<file path="src/rtl/cna_div_cell.sv">
// One restoring division cell that produces one quotient bit for two dividends.
module cna_div_cell #(
  parameter int NUM_W = 64,
  parameter int DEN_W = 33,
  parameter int Q_W   = 64
) (
  input  logic             clk,
  input  logic             adv,
  input  logic [DEN_W-1:0] den_i,
  input  logic [DEN_W:0]   rem_re_i,
  input  logic [DEN_W:0]   rem_im_i,
  input  logic [NUM_W-1:0] num_re_i,
  input  logic [NUM_W-1:0] num_im_i,
  input  logic [Q_W-1:0]   q_re_i,
  input  logic [Q_W-1:0]   q_im_i,
  output logic [DEN_W-1:0] den_o,
  output logic [DEN_W:0]   rem_re_o,
  output logic [DEN_W:0]   rem_im_o,
  output logic [NUM_W-1:0] num_re_o,
  output logic [NUM_W-1:0] num_im_o,
  output logic [Q_W-1:0]   q_re_o,
  output logic [Q_W-1:0]   q_im_o
);

  logic [DEN_W:0] sh_re, sh_im;
  logic           qb_re, qb_im;

  always_comb begin
    sh_re = {rem_re_i[DEN_W-1:0], num_re_i[NUM_W-1]};
    sh_im = {rem_im_i[DEN_W-1:0], num_im_i[NUM_W-1]};
    qb_re = (sh_re >= {1'b0, den_i});
    qb_im = (sh_im >= {1'b0, den_i});
  end

  always_ff @(posedge clk) begin
    if (adv) begin
      den_o    <= den_i;
      rem_re_o <= qb_re ? sh_re - {1'b0, den_i} : sh_re;
      rem_im_o <= qb_im ? sh_im - {1'b0, den_i} : sh_im;
      num_re_o <= {num_re_i[NUM_W-2:0], 1'b0};
      num_im_o <= {num_im_i[NUM_W-2:0], 1'b0};
      q_re_o   <= {q_re_i[Q_W-2:0], qb_re};
      q_im_o   <= {q_im_i[Q_W-2:0], qb_im};
    end
  end

endmodule
</file>
<file path="config.mk">
export PLATFORM = sky130hd
export DESIGN_NAME = cna_div_cell
export DESIGN_NICKNAME = d
export VERILOG_FILES = /design/src/rtl/cna_div_cell.sv
export SDC_FILE = /design/constraint.sdc
export NUM_CORES = 1
export LEC_CHECK = 0
export BUFFER_PORTS_ARGS = -buffer_cell sky130_fd_sc_hd__clkbuf_2
export CAP_MARGIN = 0
export CORE_AREA = 4 4 274 276
export DETAILED_ROUTE_END_ITERATION = 6
export DIE_AREA = 0 0 278 280
export PLACE_DENSITY = 0.48
export SETUP_SLACK_MARGIN = 0.5
export SLEW_MARGIN = 5
export SYNTH_ARGS = -nofsm -noshare
export SYNTH_HDL_FRONTEND = slang
export SYNTH_SLANG_ARGS = --single-unit
</file>
<file path="constraint.sdc">
create_clock -name clk -period 9.5 [get_ports clk]
set_input_delay 0.95 -clock clk [delete_from_list [all_inputs] [get_ports clk]]
set_output_delay 0.95 -clock clk [all_outputs]
set_load 0.01 [all_outputs]
</file>
==> metrics.txt, run 1 <==
total clock sinks 355; FMAX roughly 0.21 GHz; num rows 99; DR vias about 12000; Filler cells 7562; Worst setup endpoint rem_im_o[1]; dpl cell area 0.01980 sq mm; area of the multi-input gates 0.004125 sq mm; Final Hold Viols 0; htree depth 2; Port Buffer Count 709; cts hold-fix bufs 0; largest net degree at the start of global routing 166; Synthesis Warnings 0; Register Area 0.01066 sq mm; initial antenna violation count 16; Mapped Avg Cell Area 14.59 sq um; I/O pins 716; Core ar. 0.07259 sq mm; Pwr Density 198.6 mW/mm^2; CTS tree yes; Die ar. 0.07784 sq mm; number of synthesized flops with an enable pin roughly 360; Max Cap Viol 0; GPL Wtd Cong 0.8496; nets between 2000 and 2500; Relative slew margins 0.2502; CP max FO 53; GR Util All Layers 0.1417; drt pass-1 iters 5; post-CTS setup buffers 0; min-delay worst type in2reg; setup tns final 0 ns; Max Slew Vio Count 0; Area Overhead vs Synth 39.41%; vias in the first global route 11975; iteration-0 DRC count of the detailed router 628; period utilization 0.4946; PnR Total Power 4.194 mW; maximum VDD drop roughly 0.00012 V; most common cell after layout, fill and taps aside clkbuf_2; Clock transition at path regs 0.06 ns; post-DP HPWL 48.13 mm; CP cell instances clkbuf_2 -> ha_1 -> inv_1 -> fa_1 -> a21oi_2 -> o22ai_1 -> o31ai_2 -> o2111ai_1 -> a31oi_2 -> a31oi_1 -> nor4_4 -> buf_4 -> mux2_2; Avg WL per Cell between 20 and 25 microns; Worst EP arrival 5.01 ns; sequential area share after synthesis 0.7038; vias per cell 4.195; Root Buffer Master clkbuf_16; max incr delay on CP 0.61 ns; Die Y 280 microns; most frequent cells in the layout 708 x clkbuf_2, 355 x edfxtp_1, 82 x a21oi_1; status completed; critical path class in2reg; GRT Residual Overflow 0; Netlist cell types 65; min Tclk post-route approximately 4.7 ns; Clock Path Buffers 3; CP Capture Type flip-flop; total CTS buffers 42; global-route wire length before repair just over 80 mm; CP Launch Type input pin; drt drc 0; post-place setup slack ~4.3 ns; ratio of cells with drive above 1 in the final layout 0.4485; final core utilization 0.2909; WP data required 9.81 ns; post-route ant nets 0; die width 278 microns; Synth Flop Type edfxtp_1; Cells after Synth 1038; Setup-failing EPs final 0; worst hold stages 1; post-synthesis sequential element count 355; crit path launch den_i[0]; CP max stage cell nor4_4; cell area after synthesis about 0.015 sq mm; Initial Utilization 0.2087; design area 0.02112 sq mm; setup ws final between 4 and 5 ns; post-cts sizing count 0; async set-reset flop share out of synthesis 0; worst-margin pin slew 1.125 ns; static leakage a little over 9 nW; Total Wirelength 58.83 mm; RSZ-0062 raised after global routing false
report_power, final:
group | internal, mW | total, mW | leakage (nW) | switching [mW]
sequential | 1.90 | 1.95 | 3.47 | 0.0437
combinational | 0.282 | 0.713 | 5.14 | 0.431
clock | 0.848 | 1.53 | 0.625 | 0.686
total | 3.03 | 4.19 | 9.24 | 1.16
metal layers:
metal  share of wire  up-vias  track usage
li1                -     5405            -
met4           0.047       16      0.06044
met2            0.52      460       0.2599
met1            0.35     5580       0.1452
met5          0.0019        -            0
met3           0.087      108      0.05225
Yosys cell counts, drive strengths merged (5+ instances only):
cell type | count | area share
ha | 66 | 0.055
o31ai | 6 | 0.0033
inv | 58 | 0.014
nand2 | 71 | 0.018
nor3 | 6 | 0.0020
edfxtp | 355 | 0.70
xnor2 | 30 | 0.017
nor2b | 5 | 0.0021
nand3 | 20 | 0.0074
clkbuf | 17 | 0.0042
o21ai | 57 | 0.019
o21bai | 13 | 0.0064
buf | 14 | 0.0066
a211o | 6 | 0.0035
and3 | 12 | 0.0050
a31oi | 9 | 0.0041
nor2 | 55 | 0.014
mux2 | 11 | 0.0097
a21o | 41 | 0.020
a21oi | 85 | 0.029
a211oi | 8 | 0.0043
nor4 | 8 | 0.0037
xor2 | 29 | 0.017
nand4 | 11 | 0.0045
critical path: cells and delay by family:
kind	cells	cell delay, ns
AOI/OAI and AO/OA	6	1.64
buffers and inverters	3	0.73
and+or+nand+nor	1	0.61
muxes	1	0.40
adders and majority gates	2	0.61
state kept, by name, indices dropped and copies added (netlist names):
name and count:
rem_im_o 34, num_im_o 63, den_o 33, num_re_o 63
q_re_o 64, rem_re_o 34, q_im_o 64
layout make-up:
type                    instances  share of cell area
diodes                          4           0.0004740
clock buffers                  45             0.05031
clock inverters                29             0.01138
inverters                      58             0.01031
multi-input cells             595              0.1954
flip-flops and latches        355              0.5048
well taps                     959             0.05682
repair buffers                713              0.1705
cells by family after synthesis:
group,share of synthesized area
other,0.0002476
and+or+nand+nor,0.06187
adders and majority gates,0.05716
muxes,0.01033
AOI/OAI and AO/OA,0.1073
DFF,0.7038
xor gates and xnor gates,0.03411
buffers and inverters,0.02519
worst min-delay path by stage:
stage	from	end	slack, ns
floorplan	den_i[0]	den_o[0]	1.05
CTS	num_re_i[44]	num_re_o[45]	0.50
global route	num_re_i[47]	num_re_o[48]	0.51
finish	num_re_i[44]	num_re_o[45]	0.55
detailed placement	num_im_i[19]	num_im_o[20]	1.13
global placement	q_im_i[51]	q_im_o[52]	1.13
stage by stage:
step                      cells  hold slack [ns]
final                      2758           0.5546
after global routing       2756           0.5121
after CTS                  2754           0.5034
after global placement     2680            1.126
after detailed placement   2680            1.129
after floorplan            1039            1.049
Note: power is estimated with default switching activity, not from simulation.
==> inputs of run 2 (changes only) <==
--- a/config.mk
+++ b/config.mk
@@ -5,12 +5,13 @@
 export SDC_FILE = /design/constraint.sdc
 export NUM_CORES = 1
 export LEC_CHECK = 0
+export ABC_AREA = 1
 export BUFFER_PORTS_ARGS = -buffer_cell sky130_fd_sc_hd__clkbuf_2
 export CAP_MARGIN = 0
-export CORE_AREA = 4 4 274 276
+export CORE_AREA = 4 4 276 278
 export DETAILED_ROUTE_END_ITERATION = 6
-export DIE_AREA = 0 0 278 280
-export PLACE_DENSITY = 0.48
+export DIE_AREA = 0 0 280 282
+export PLACE_DENSITY = 0.52
 export SETUP_SLACK_MARGIN = 0.5
 export SLEW_MARGIN = 5
 export SYNTH_ARGS = -nofsm -noshare
==> constraint.sdc (replaced) <==
create_clock -name clk -period 3.8 [get_ports clk]
set_input_delay 0.38 -clock clk [delete_from_list [all_inputs] [get_ports clk]]
set_output_delay 0.38 -clock clk [all_outputs]
set_load 0.01 [all_outputs]
==> metrics.txt, run 2 <==
most frequent cells after synthesis 593 x nand2_1, 355 x edfxtp_1, 245 x inv_1 (was 355 x edfxtp_1, 82 x a21oi_1, 71 x nand2_1); GPL Wtd Cong 0.9172 (was 0.8496); post-synthesis xor/xnor area fraction 0.01562 (was 0.03412); min Tclk post-route 2.958 ns; Cells after Synth 1643 (was 1038); area share of the largest cell type after synthesis 0.6337 (was 0.7038); CP Launch Type input pin (unchanged); maximum VDD drop 0.0002519 V (was 0.0001190 V); DR vias 15279 (was 11569); Mapped Avg Cell Area 10.24 sq um (was 14.59 sq um); biggest regs q_im_o (64), q_re_o (64) (unchanged); RSZ-0062 raised after global routing false (unchanged); Core ar. 0.07395 sq mm (was 0.07259 sq mm); htree depth 2 (unchanged); Pwr Density 431.1 mW/mm^2 (was 198.6 mW/mm^2); Synth Area in Adders 0.05147 (was 0.05716); most instantiated library cell after synthesis nand2_1 (was edfxtp_1); setup tns final 0 ns (unchanged); num rows 100 (was 99); Max Cap Viol 0 (unchanged); Area Overhead vs Synth 50.71% (was 39.41%); Setup-failing EPs final 0 (unchanged); ratio of cells with drive above 1 in the final layout 0.3040 (was 0.4485); status completed (unchanged); Synthesis Warnings 0 (unchanged); Port Buffer Count 709 (unchanged); vias in the first global route 15394 (was 11975); CTS tree yes (unchanged); nets 3069 (was 2192); number of synthesized flops with an enable pin 355 (unchanged); post-place setup slack 0.8593 ns (was 4.255 ns); Netlist cell types 36 (was 65); crit path launch den_i[32] (was den_i[0]); Worst EP arrival 3.24 ns (was 5.01 ns); Max Slew Vio Count 0 (unchanged); largest net degree at the start of global routing 77 (was 166); global-route wire length before repair 101.7 mm (was 82.20 mm); min-delay worst type in2reg (unchanged); Filler cells 7626 (was 7562); most common cell after layout, fill and taps aside clkbuf_2 (unchanged); iteration-0 DRC count of the detailed router 942 (was 628); synth top area cells edfxtp_1 63%, nand2_1 13%, inv_1 5.5% (was edfxtp_1 70%, ha_1 5.5%, a21oi_1 2.7%); static leakage 12.16 nW (was 9.240 nW); post-DP HPWL 58.98 mm (was 48.13 mm); GR Util All Layers 0.1745 (was 0.1417); initial antenna violation count 11 (was 16); vias per cell 4.194 (was 4.195); CP max FO 36 (was 53); die width 280 microns (was 278 microns); total clock sinks 355 (unchanged); Clock Path Buffers 3 (unchanged); post-synthesis sequential element count 355 (unchanged); mux cell area share after synthesis 0 (was 0.01033); post-cts sizing count 0 (unchanged); sequential area share after synthesis 0.6337 (was 0.7038); drt pass-1 iters 5 (unchanged); WP data required 4.08 ns (was 9.81 ns); critical path class in2reg (unchanged); period utilization 0.7785; Final Hold Viols 0 (unchanged); Avg WL per Cell 20.05 microns (was 21.33 microns); CP Capture Type flip-flop (unchanged); simple-gate area share of the yosys netlist 0.2089 (was 0.06187); Synth area leader edfxtp_1 (unchanged); setup ws final 0.8419 ns (was 4.801 ns); async set-reset flop share out of synthesis 0 (unchanged); post-route ant nets 0 (unchanged); final core utilization 0.3428 (was 0.2909); FMAX 0.3381 GHz; Clock transition at path regs 0.06 ns (about the same); Relative slew margins 0.5102 (was 0.2502); I/O pins 716 (unchanged); total CTS buffers 40 (was 42); post-synthesis compound-gate area fraction 0.02455 (was 0.1073); Die Y 282 microns (was 280 microns); Total Wirelength 73.05 mm (was 58.83 mm); Layout Cells excl Fill 3643 (was 2758); Die ar. 0.07896 sq mm (was 0.07784 sq mm); drt drc 0 (unchanged); Synth Flop Type edfxtp_1 (unchanged); Initial Utilization 0.2275 (was 0.2087); GRT Residual Overflow 0 (unchanged); most frequent cells in the layout 708 x clkbuf_2, 593 x nand2_1, 355 x edfxtp_1 (was 708 x clkbuf_2, 355 x edfxtp_1, 82 x a21oi_1); Fin Hold WS 0.03987 ns (was 0.5546 ns); largest family of logic cells by synthesized area simple AND/OR/NAND/NOR gates (was compound AO/OA/AOI/OAI gates); worst-margin pin slew 0.7271 ns (was 1.125 ns); Root Buffer Master clkbuf_16 (unchanged); cell area after synthesis 0.01682 sq mm (was 0.01515 sq mm); placed cell count 3317 (was 2680); Worst setup endpoint rem_re_o[14] (was rem_im_o[1])
## run 2: changes by cell type after synthesis, sizes merged, moves of 17 or more
cell    previous run  this run
nand2             71       602
inv               58       255
nand3             20        82
nor2              55       105
o21ai             57        17
a21o              41         2
a21oi             85        52
xnor2             30         3
nand3b             0        18
clkbuf            17         0
## run 2: worst min path at each step
stage	start	to	slack [ns]	cells after the start
floorplan	den_i[0]	den_o[0]	0.48	0
global placement	num_re_i[61]	num_re_o[62]	0.56	1
detailed placement	num_re_i[5]	num_re_o[6]	0.56	1
CTS	den_i[8]	den_o[8]	0.0005	1
global route	den_i[10]	den_o[10]	0.008	1
finish	den_i[8]	den_o[8]	0.04	1
## run 2: worst max-delay path: stages
cell,delay (ns)
dlygate4sd3_1,0.53
clkbuf_2,0.11
inv_1,0.11
ha_1,0.37
inv_1,0.15
nor2_1,0.30
nand4_1,0.18
nor2_1,0.21
nand2_1,0.09
inv_2,0.07
nor2_4,0.05
nand2_8,0.22
inv_4,0.23
nand2_1,0.12
nand2_1,0.08
## run 2: cell type report
class / instances / area, sq um / area share
Multi-Input combinational cell: 1019 / 5064 / 0.1997
Sequential cell: 355 / 10660 / 0.4205
Tap cell: 969 / 1212 / 0.04782
Antenna cell: 3 / 7.507 / 0.0002961
Timing Repair Buffer: 970 / 6173 / 0.2435
Clock inverter: 24 / 241.5 / 0.009525
Clock buffer: 47 / 1027 / 0.04052
Inverter: 256 / 965.9 / 0.03810
## run 2: timing repair
item                      4_1_cts  5_1_grt
buffers inserted                0        0
hold endpoints to repair      251        1
hold buffers                  251        1
## run 2: cell families after synthesis
logic type | after synthesis
compound gates | 77
fa+ha+maj | 68
buf+inv | 270
xor+xnor | 30
simple gates | 842
other cells | 1
flops | 355
## run 2: metrics by stage
| step | total power, mW | area [sq um] |
|---|---|---|
| after floorplan | 5.905 | 16820 |
| after global placement | 6.946 | 21550 |
| after CTS | 11.07 | 25330 |
| after global routing | 11.46 | 25350 |
| after detailed placement | 6.955 | 21550 |
| final | 10.93 | 25350 |
## run 2: power by group
part	leakage (nW)	switching, mW	total, mW	internal [mW]
clock network	0.613	1.62	3.83	2.22
registers	3.47	0.127	4.87	4.75
logic	8.08	1.36	2.22	0.861
## run 2: layer usage
layer	share of wire	GRT usage
met1	0.36	0.1870
met2	0.54	0.3412
met3	0.057	0.03453
met4	0.037	0.05809
met5	0.00030	0
